[src/rtl/wsfe_pkg.sv]
// ----------------------------------------------------------------------------
// wsfe_pkg
// Shared types, codes and helpers for the masked WebSocket frame encoder.
// ----------------------------------------------------------------------------
package wsfe_pkg;

    localparam int LEN_W   = 31;
    localparam int KEY_W   = 32;
    localparam int BYTE_W  = 8;
    localparam int OP_W    = 4;

    localparam int QDEPTH  = 2;
    localparam int QAW     = $clog2(QDEPTH);
    localparam int QCW     = $clog2(QDEPTH + 1);

    localparam int IDX_W   = 4;

    localparam logic CMD_START = 1'b0;
    localparam logic CMD_BYTE  = 1'b1;

    localparam logic [1:0] JOB_HDR   = 2'd0;
    localparam logic [1:0] JOB_DATA  = 2'd1;
    localparam logic [1:0] JOB_STRAY = 2'd2;

    localparam logic [1:0] FMT_SHORT = 2'd0;
    localparam logic [1:0] FMT_MID   = 2'd1;
    localparam logic [1:0] FMT_LONG  = 2'd2;

    localparam logic [BYTE_W-1:0] MASK_BIT  = 8'd128;
    localparam logic [LEN_W-1:0]  SHORT_MAX = 31'd125;
    localparam logic [LEN_W-1:0]  MID_MAX   = 31'd65535;
    localparam logic [6:0]        CODE_MID  = 7'd126;
    localparam logic [6:0]        CODE_LONG = 7'd127;

    localparam logic [IDX_W-1:0] KBASE_SHORT = 4'd2;
    localparam logic [IDX_W-1:0] KBASE_MID   = 4'd4;
    localparam logic [IDX_W-1:0] KBASE_LONG  = 4'd10;
    localparam logic [IDX_W-1:0] KEY_LAST    = 4'd3;
    localparam logic [IDX_W-1:0] EXT_BASE    = 4'd2;

    typedef struct packed {
        logic              command;
        logic [OP_W-1:0]   opcode;
        logic [LEN_W-1:0]  payload_length;
        logic [BYTE_W-1:0] payload_byte;
    } t_in_item;

    typedef struct packed {
        logic [BYTE_W-1:0] frame_byte;
        logic              frame_end;
        logic              run_end;
        logic              stray_byte;
    } t_out_item;

    typedef struct packed {
        logic [1:0]        kind;
        logic [1:0]        fmt;
        logic [OP_W-1:0]   opcode;
        logic [LEN_W-1:0]  len;
        logic [BYTE_W-1:0] data;
        logic              frame_end;
    } t_job;

    function automatic logic [BYTE_W-1:0] key_byte(input logic [KEY_W-1:0] key,
                                                   input logic [1:0] pos);
        logic [BYTE_W-1:0] b;
        case (pos)
            2'd0:    b = key[31:24];
            2'd1:    b = key[23:16];
            2'd2:    b = key[15:8];
            default: b = key[7:0];
        endcase
        return b;
    endfunction

endpackage

[src/rtl/websocket_frame_encoder_core.sv]
// An accepted command's job passes through the job queue and then the output register.
// Throughput: one payload byte per cycle, set by the back half's output register, while
// the output is not stalled; a start command yields 6, 8 or 14 header beats, one per
// cycle, and the input stalls once the two-entry job queue fills behind it.
// Reset: synchronous, active low; clears frame state, queue, output valid and the key.
// ----------------------------------------------------------------------------
// websocket_frame_encoder_core
// Masked WebSocket frame encoder: header burst, then key-masked payload beats.
// ----------------------------------------------------------------------------
module websocket_frame_encoder_core
    import wsfe_pkg::*;
(
    input  logic             i_clk,
    input  logic             i_rst_n,
    input  logic             i_in_valid,
    output logic             o_in_ready,
    input  t_in_item         i_item,
    output logic             o_out_valid,
    input  logic             i_out_ready,
    output t_out_item        o_item,
    input  logic             i_cfg_we,
    input  logic [KEY_W-1:0] i_cfg_data
);

    logic [KEY_W-1:0] r_masking_key;
    logic             push;
    logic             pop;
    logic             full;
    logic             empty;
    t_job             job_in;
    t_job             job_head;

    always_ff @(posedge i_clk) begin
        if (!i_rst_n) begin
            r_masking_key <= '0;
        end else if (i_cfg_we) begin
            r_masking_key <= i_cfg_data;
        end
    end

    wsfe_front u_front (
        .i_clk      (i_clk),
        .i_rst_n    (i_rst_n),
        .i_in_valid (i_in_valid),
        .o_in_ready (o_in_ready),
        .i_item     (i_item),
        .i_key      (r_masking_key),
        .i_full     (full),
        .o_push     (push),
        .o_job      (job_in)
    );

    wsfe_fifo u_fifo (
        .i_clk   (i_clk),
        .i_rst_n (i_rst_n),
        .i_push  (push),
        .i_job   (job_in),
        .i_pop   (pop),
        .o_head  (job_head),
        .o_full  (full),
        .o_empty (empty)
    );

    wsfe_back u_back (
        .i_clk       (i_clk),
        .i_rst_n     (i_rst_n),
        .i_head      (job_head),
        .i_empty     (empty),
        .o_pop       (pop),
        .i_key       (r_masking_key),
        .o_out_valid (o_out_valid),
        .i_out_ready (i_out_ready),
        .o_item      (o_item)
    );

endmodule

[src/rtl/wsfe_front.sv]
// ----------------------------------------------------------------------------
// wsfe_front
// Accepts commands, tracks frame state and queues one job per command.
// ----------------------------------------------------------------------------
module wsfe_front
    import wsfe_pkg::*;
(
    input  logic             i_clk,
    input  logic             i_rst_n,
    input  logic             i_in_valid,
    output logic             o_in_ready,
    input  t_in_item         i_item,
    input  logic [KEY_W-1:0] i_key,
    input  logic             i_full,
    output logic             o_push,
    output t_job             o_job
);

    logic [LEN_W-1:0] r_bytes_left, n_bytes_left;
    logic [1:0]       r_key_pos, n_key_pos;
    logic             r_in_frame, n_in_frame;
    logic [LEN_W-1:0] dec_left;
    logic             accept;

    assign o_in_ready = !i_full;
    assign accept     = i_in_valid && !i_full;
    assign o_push     = accept;
    assign dec_left   = r_bytes_left - LEN_W'(1);

    always_comb begin
        n_bytes_left = r_bytes_left;
        n_key_pos    = r_key_pos;
        n_in_frame   = r_in_frame;
        o_job        = '0;
        o_job.opcode = i_item.opcode;
        o_job.len    = i_item.payload_length;
        if (i_item.command == CMD_START) begin
            o_job.kind      = JOB_HDR;
            o_job.frame_end = (i_item.payload_length == '0);
            if (i_item.payload_length <= SHORT_MAX) begin
                o_job.fmt = FMT_SHORT;
            end else if (i_item.payload_length <= MID_MAX) begin
                o_job.fmt = FMT_MID;
            end else begin
                o_job.fmt = FMT_LONG;
            end
            n_bytes_left = i_item.payload_length;
            n_key_pos    = 2'd0;
            n_in_frame   = (i_item.payload_length != '0);
        end else if (!r_in_frame) begin
            o_job.kind = JOB_STRAY;
        end else begin
            o_job.kind      = JOB_DATA;
            o_job.data      = i_item.payload_byte ^ key_byte(i_key, r_key_pos);
            o_job.frame_end = (dec_left == '0);
            n_bytes_left    = dec_left;
            n_key_pos       = r_key_pos + 2'd1;
            n_in_frame      = (dec_left != '0);
        end
    end

    always_ff @(posedge i_clk) begin
        if (!i_rst_n) begin
            r_bytes_left <= '0;
            r_key_pos    <= '0;
            r_in_frame   <= 1'b0;
        end else if (accept) begin
            r_bytes_left <= n_bytes_left;
            r_key_pos    <= n_key_pos;
            r_in_frame   <= n_in_frame;
        end
    end

    a_open_has_bytes: assert property (@(posedge i_clk) disable iff (!i_rst_n)
        r_in_frame |-> r_bytes_left != '0)
        else $error("open frame with no bytes left");

    a_idle_no_count: assert property (@(posedge i_clk) disable iff (!i_rst_n)
        !r_in_frame && $past(i_rst_n) && $past(accept) && $past(i_item.command) == CMD_BYTE
        |-> r_bytes_left == '0)
        else $error("frame closed with bytes left");

endmodule

[src/rtl/wsfe_fifo.sv]
// ----------------------------------------------------------------------------
// wsfe_fifo
// Short job queue between the front and back halves.
// ----------------------------------------------------------------------------
module wsfe_fifo
    import wsfe_pkg::*;
(
    input  logic i_clk,
    input  logic i_rst_n,
    input  logic i_push,
    input  t_job i_job,
    input  logic i_pop,
    output t_job o_head,
    output logic o_full,
    output logic o_empty
);

    t_job           r_mem [QDEPTH];
    logic [QAW-1:0] r_wptr;
    logic [QAW-1:0] r_rptr;
    logic [QCW-1:0] r_count;

    assign o_head  = r_mem[r_rptr];
    assign o_full  = (r_count == QCW'(QDEPTH));
    assign o_empty = (r_count == '0);

    always_ff @(posedge i_clk) begin
        if (i_push) begin
            r_mem[r_wptr] <= i_job;
        end
    end

    always_ff @(posedge i_clk) begin
        if (!i_rst_n) begin
            r_wptr  <= '0;
            r_rptr  <= '0;
            r_count <= '0;
        end else begin
            if (i_push) begin
                r_wptr <= (r_wptr == QAW'(QDEPTH - 1)) ? '0 : r_wptr + QAW'(1);
            end
            if (i_pop) begin
                r_rptr <= (r_rptr == QAW'(QDEPTH - 1)) ? '0 : r_rptr + QAW'(1);
            end
            case ({i_push, i_pop})
                2'b10:   r_count <= r_count + QCW'(1);
                2'b01:   r_count <= r_count - QCW'(1);
                default: r_count <= r_count;
            endcase
        end
    end

    a_no_overflow: assert property (@(posedge i_clk) disable iff (!i_rst_n)
        o_full |-> !i_push)
        else $error("push into full queue");

endmodule

[src/rtl/wsfe_back.sv]
// ----------------------------------------------------------------------------
// wsfe_back
// Expands queued jobs into frame bytes through a registered output stage.
// ----------------------------------------------------------------------------
module wsfe_back
    import wsfe_pkg::*;
(
    input  logic             i_clk,
    input  logic             i_rst_n,
    input  t_job             i_head,
    input  logic             i_empty,
    output logic             o_pop,
    input  logic [KEY_W-1:0] i_key,
    output logic             o_out_valid,
    input  logic             i_out_ready,
    output t_out_item        o_item
);

    logic [IDX_W-1:0] r_idx;
    logic             r_valid;
    t_out_item        r_out;
    t_out_item        n_out;
    logic [IDX_W-1:0] kbase;
    logic [IDX_W-1:0] ksel;
    logic [IDX_W-1:0] epos;
    logic [BYTE_W-1:0] hdr_byte;
    logic [BYTE_W-1:0] ext_byte;
    logic             last;
    logic             ld;
    logic             take;

    assign ld    = !r_valid || i_out_ready;
    assign take  = ld && !i_empty;
    assign o_pop = take && last;
    assign ksel  = r_idx - kbase;
    assign epos  = r_idx - EXT_BASE;

    always_comb begin
        case (i_head.fmt)
            FMT_SHORT: kbase = KBASE_SHORT;
            FMT_MID:   kbase = KBASE_MID;
            default:   kbase = KBASE_LONG;
        endcase
    end

    always_comb begin
        if (i_head.fmt == FMT_MID) begin
            ext_byte = (epos == '0) ? i_head.len[15:8] : i_head.len[7:0];
        end else begin
            case (epos)
                4'd4:    ext_byte = {1'b0, i_head.len[30:24]};
                4'd5:    ext_byte = i_head.len[23:16];
                4'd6:    ext_byte = i_head.len[15:8];
                4'd7:    ext_byte = i_head.len[7:0];
                default: ext_byte = '0;
            endcase
        end
    end

    always_comb begin
        if (r_idx == 4'd0) begin
            hdr_byte = MASK_BIT | {4'd0, i_head.opcode};
        end else if (r_idx == 4'd1) begin
            case (i_head.fmt)
                FMT_SHORT: hdr_byte = MASK_BIT | {1'b0, i_head.len[6:0]};
                FMT_MID:   hdr_byte = MASK_BIT | {1'b0, CODE_MID};
                default:   hdr_byte = MASK_BIT | {1'b0, CODE_LONG};
            endcase
        end else if (r_idx >= kbase) begin
            hdr_byte = key_byte(i_key, ksel[1:0]);
        end else begin
            hdr_byte = ext_byte;
        end
    end

    always_comb begin
        n_out = '0;
        last  = 1'b1;
        case (i_head.kind)
            JOB_HDR: begin
                last             = (r_idx == kbase + KEY_LAST);
                n_out.frame_byte = hdr_byte;
                n_out.frame_end  = last && i_head.frame_end;
            end
            JOB_DATA: begin
                n_out.frame_byte = i_head.data;
                n_out.frame_end  = i_head.frame_end;
            end
            default: begin
                n_out.stray_byte = 1'b1;
            end
        endcase
        n_out.run_end = last;
    end

    always_ff @(posedge i_clk) begin
        if (take) begin
            r_out <= n_out;
        end
    end

    always_ff @(posedge i_clk) begin
        if (!i_rst_n) begin
            r_valid <= 1'b0;
            r_idx   <= '0;
        end else begin
            if (ld) begin
                r_valid <= !i_empty;
            end
            if (take) begin
                r_idx <= last ? '0 : r_idx + IDX_W'(1);
            end
        end
    end

    assign o_out_valid = r_valid;
    assign o_item      = r_out;

    a_idx_in_header: assert property (@(posedge i_clk) disable iff (!i_rst_n)
        r_idx != '0 |-> !i_empty && i_head.kind == JOB_HDR)
        else $error("byte index live outside a header job");

    a_idx_bound: assert property (@(posedge i_clk) disable iff (!i_rst_n)
        r_idx <= KBASE_LONG + KEY_LAST)
        else $error("header byte index out of range");

endmodule

[config.mk]
export PLATFORM = sky130hd
export DESIGN_NAME = websocket_frame_encoder_core
export DESIGN_NICKNAME = d
export VERILOG_FILES = /design/src/rtl/wsfe_pkg.sv /design/src/rtl/websocket_frame_encoder_core.sv /design/src/rtl/wsfe_front.sv /design/src/rtl/wsfe_fifo.sv /design/src/rtl/wsfe_back.sv
export SDC_FILE = /design/constraint.sdc
export NUM_CORES = 1
export LEC_CHECK = 0
export ABC_AREA = 1
export BUFFER_PORTS_ARGS = -buffer_cell sky130_fd_sc_hd__buf_2
export CORE_MARGIN = 4
export CORE_UTILIZATION = 62
export DETAILED_ROUTE_END_ITERATION = 10
export MAX_ROUTING_LAYER = met4
export PLACE_DENSITY = 0.83
export RECOVER_POWER = 25
export REMOVE_ABC_BUFFERS = 1
export SLEW_MARGIN = 15
export SYNTH_ARGS = -nofsm -noshare
export SYNTH_HDL_FRONTEND = slang
export SYNTH_HIERARCHICAL = 1
export SYNTH_SLANG_ARGS = --single-unit
[constraint.sdc]
create_clock -name i_clk -period 7.6 [get_ports i_clk]
set_input_delay 1.14 -clock i_clk [delete_from_list [all_inputs] [get_ports i_clk]]
set_output_delay 1.14 -clock i_clk [all_outputs]
set_load 0.05 [all_outputs]
==> results by stage <==
Yosys:
- The mapped cell area is 0.0104 sq mm.
- The area fraction in compound gates after synthesis is 0.0947.
- The post-synthesis mux area share is 0.0594.
- Dividing the synthesized area by the synthesized cell count gives 8.22 sq um.
- The synthesized netlist contains 42 unique library cells.
- In this run, synthesis inferred 107 flip-flops with an integrated enable.
- Of the total synthesized cell area, the portion taken by full adders, half adders and majority gates is 0.0217.
- The xor and xnor fraction of the mapped netlist area is 0.00338.
- The number of warnings issued by yosys is 6.
- The share of the Yosys chip area taken by registers is 0.457.
- The fraction of synthesis flops using an asynchronous set or reset pin is 0.
- The synthesized design contains 183 register bits.
- The most used flip-flop cell after synthesis is edfxtp_1.
- The cell count after synthesis came out at 1261.
- The simple logic cell fraction of the synthesized area is 0.262.
- The largest family of logic cells by synthesized area is simple AND/OR/NAND/NOR gates.

CTS:
- The tree is rooted in a clkbuf_16.
- TritonCTS built the clock tree.
- The sink count of the clock tree is 183.
- At the later pin of the worst-skew pair, clock insertion delay measures 0.43 ns.
- The clock transition time at the flip-flop clock pins of the worst setup and hold paths is 0.07 ns.
- The post-cts sizing count is 0.
- In this run, post-CTS hold repair placed 0 buffers.
- The clock passes through at most 2 buffers.
- The number of H-tree levels is 4.
- The total setup buffers inserted after CTS is 0.
- The number of buffers added by the clock tree synthesis step is 17.

Timing:
- Setup repair after global routing left no endpoint under its margin.
- The number of failing setup endpoints in the final timing report is 0.
- Dividing the final minimum period by the clock period gives 0.562.
- The time the worst path needs with I/O delays and setup is 4.27 ns.
- The final count of hold timing violations is 0.
- For the pin with the worst max-slew slack, the measured transition is 1.07 ns.
- The max-slew violation count is 0.
- Measured against its own limit, the worst slew margin works out to 0.287.
- The maximum frequency from static timing analysis is 234 MHz.
- The final worst hold slack is 0.486 ns.
- In the post-route analysis, the smallest setup slack over all paths is 3.33 ns.
- After routing, the total negative slack on setup checks comes to 0 ns.
- The clock tree skew after final layout is 0.00891 ns.

Finish:
- The diode insertion count for antenna repair is 0.
- The area growth from synthesis to final layout is 8.00%.
- The layout filler cell count is 1363.
- The number of nets in the final layout is 1399.
- The share of cells above drive strength 1 is 0.145.
- The number of standard cells in the layout, taps in and fillers out is 1533.
- The post-route standard cell area excluding fillers is 0.0112 sq mm.
- The utilization after layout is 0.680.

Die:
- The floorplan step defined a core boundary enclosing 0.0165 sq mm.
- The floorplan step defined a die boundary enclosing 0.0189 sq mm.
- The die outline width is 137 microns.
- The number of placement rows is 47.
- 94 I/O pins were placed.
- The height of the die is 137 microns.
- The initial utilization of the core area, before any placement, comes to 0.630.

Power and ir drop:
- The internal power summed over all cells is 2.27 mW.
- The share of total power dissipated in the clock network is 0.252.
- The proportion of total power due to net switching is 0.390.
- The maximum resistive drop on vdd is 0.212 mV.
- The combinational group share of total power is 0.389.
- The leakage power is 4.92 nW.
- The register share of total power is 0.359.
- In this run the power density over the cells is 333 mW/mm^2.
- The sum of internal, switching and leakage power is 3.73 mW.
- The net switching power is 1.45 mW.

Job:
- The max-capacitance violation count is 0.

Hold path:
- The worst hold path class is reg -> reg.
- The hold path startpoint is u_front/r_bytes_left[30]$_SDFFE_PN0P_.

Setup path:
- STA classifies the critical path startpoint as a flip-flop.
- The maximum net fanout on the critical path is 13.
- The class of the most critical setup path is reg -> reg.
- Data on the critical path arrives at its endpoint at 4.64 ns.
- Data on the critical path is required at its endpoint by 7.97 ns.
- The critical path endpoint category is a flip-flop.

Global route:
- The wire length of the first global-routing pass is 39.1 mm.
- After global routing the overflow that remains totals 0.
- The maximum number of pins on one net before global-route repair is 65.
- The aggregate global-route resource usage is 0.273.
- The number of antenna violations at the first check in global routing is 0.
- The number of global-route vias before repair came to 7768.

Drt:
- After the first detailed-routing iteration, the DRC count stood at 972.
- The remaining antenna violation count after routing is 0.
- For this run, design rule violations remaining after detail routing come to 0.
- The final layout contains routed wiring with a total length of 24.9 mm.
- The first-pass iteration count of the detailed router is 6.
- The mean routed wirelength per cell is 16.2 microns.
- Dividing the detail-routed via count by the number of cells gives 5.66.
- The total via count after detailed routing is 8674.

Placement:
- Detailed placement finished with a half-perimeter wire length of 17.7 mm.
- The congestion estimate from routability-driven global placement came to 0.976.
- Counting tap cells, the placed design contains a total of 1501 instances.
- The cell area after placement is 0.0106 sq mm.
- The count of port buffers added during placement is 93.
- Before CTS, the worst setup slack after placement is 3.47 ns.

Run status:
- The flow ran to the end, and the final reports show no timing, DRC or antenna violations.
kinds of logic (layout without fill, tap and decap cells):
| family | Yosys count | after routing |
|---|---|---|
| adders and majority gates | 18 | 18 |
| and+or+nand+nor | 630 | 630 |
| muxes | 48 | 48 |
| AOI/OAI and AO/OA | 160 | 160 |
| DFF | 183 | 183 |
| xor gates and xnor gates | 4 | 4 |
| buffers and inverters | 218 | 270 |
cell usage after synthesis (all sizes together) (2+ instances only):
| cell | instances | share of area |
|---|---|---|
| nor4 | 5 | 0.0030 |
| nor2 | 181 | 0.078 |
| ha | 18 | 0.022 |
| clkbuf | 15 | 0.0054 |
| xnor2 | 2 | 0.0017 |
| nor3 | 6 | 0.0029 |
| o22ai | 16 | 0.0097 |
| a21oi | 66 | 0.033 |
| o21ai | 35 | 0.018 |
| a211oi | 4 | 0.0029 |
| nand4 | 30 | 0.018 |
| edfxtp | 107 | 0.31 |
| dfxtp | 76 | 0.15 |
| a221oi | 25 | 0.021 |
| or2 | 2 | 0.0012 |
| mux2 | 48 | 0.059 |
| inv | 136 | 0.049 |
| xor2 | 2 | 0.0017 |
| buf | 62 | 0.046 |
| nand3 | 48 | 0.025 |
| a22o | 8 | 0.0068 |
| nand2 | 357 | 0.13 |
| clkinv | 5 | 0.0018 |
| a31oi | 3 | 0.0018 |
area by class of cell:
cell class                      count  area (sq um)  area share
Inverter                          141           529      0.0473
Clock buffer                       20           457      0.0408
Multi-Input combinational cell    860          4580       0.409
Sequential cell                   183          4740       0.423
Timing Repair Buffer               97           450      0.0402
Tap cell                          220           275      0.0246
Clock inverter                     12           173      0.0154
critical path, stage by stage, from the launching register on:
cell	delay, ns
dfxtp_2	0.58
mux2_2	0.41
nor2_1	0.53
clkinv_1	0.52
ha_1	0.50
nor2_4	0.26
nand3_1	0.11
o21ai_1	0.25
nor2_1	0.12
nor2_1	0.25
ha_1	0.32
inv_1	0.08
nand2_1	0.05
nor2_1	0.08
nor2_1	0.04
nor2_1	0.09
power by group through the flow:
stage / Combinational (mW) / Clock, mW / Sequential [mW]
2_1_floorplan: 0.960 / 0 / 1.46
5_1_grt: 1.61 / 0.997 / 1.35
3_5_place_dp: 1.43 / 0 / 1.35
4_1_cts: 1.44 / 0.946 / 1.33
6_report: 1.45 / 0.938 / 1.34
3_3_place_gp: 1.41 / 0 / 1.35
final timing paths:
check                                          end  slack, ns  cells after the start
max                 u_fifo/r_count[1]$_SDFFE_PN0P_       3.33                     15
min          u_front/r_bytes_left[30]$_SDFFE_PN0P_       0.49                      2
max reg2reg         u_fifo/r_count[1]$_SDFFE_PN0P_       3.33                     15
min reg2reg  u_front/r_bytes_left[30]$_SDFFE_PN0P_       0.49                      2
placed cells by master (no fill, tap or decap), types with 8 or more instances in the layout:
master,instances
nor2_1,158
a221oi_1,25
nor2_2,11
inv_1,129
buf_2,60
nand4_1,30
ha_1,18
a21oi_1,64
a22o_1,8
nand3_1,45
dfxtp_1,75
clkbuf_16,17
mux2_2,28
edfxtp_1,107
o21ai_0,28
clkbuf_1,35
mux2_4,20
nand2_2,9
nand2_1,346
nor2_4,10
o22ai_1,16
metal layers:
metal | up-vias | routed length (microns) | GRT usage
met1 | 3967 | 10500 | 0.369
met2 | 405 | 11600 | 0.418
met5 | - | 0 | -
met3 | 72 | 2080 | 0.0515
li1 | 4230 | - | -
met4 | 0 | 691 | 0.0926
flip-flops by register name (all words and copies together) (netlist names), named ones only:
signal / flops
u_fifo/r_mem: 96
r_masking_key: 32
u_front/r_bytes_left: 31
u_back/o_item: 11
u_back/r_idx: 4
u_fifo/r_count: 2
u_front/r_key_pos: 2
u_back/o_out_valid: 1
u_fifo/r_rptr: 1
u_fifo/r_wptr: 1
u_front/r_in_frame: 1
Note: power is estimated with default switching activity, not from simulation.
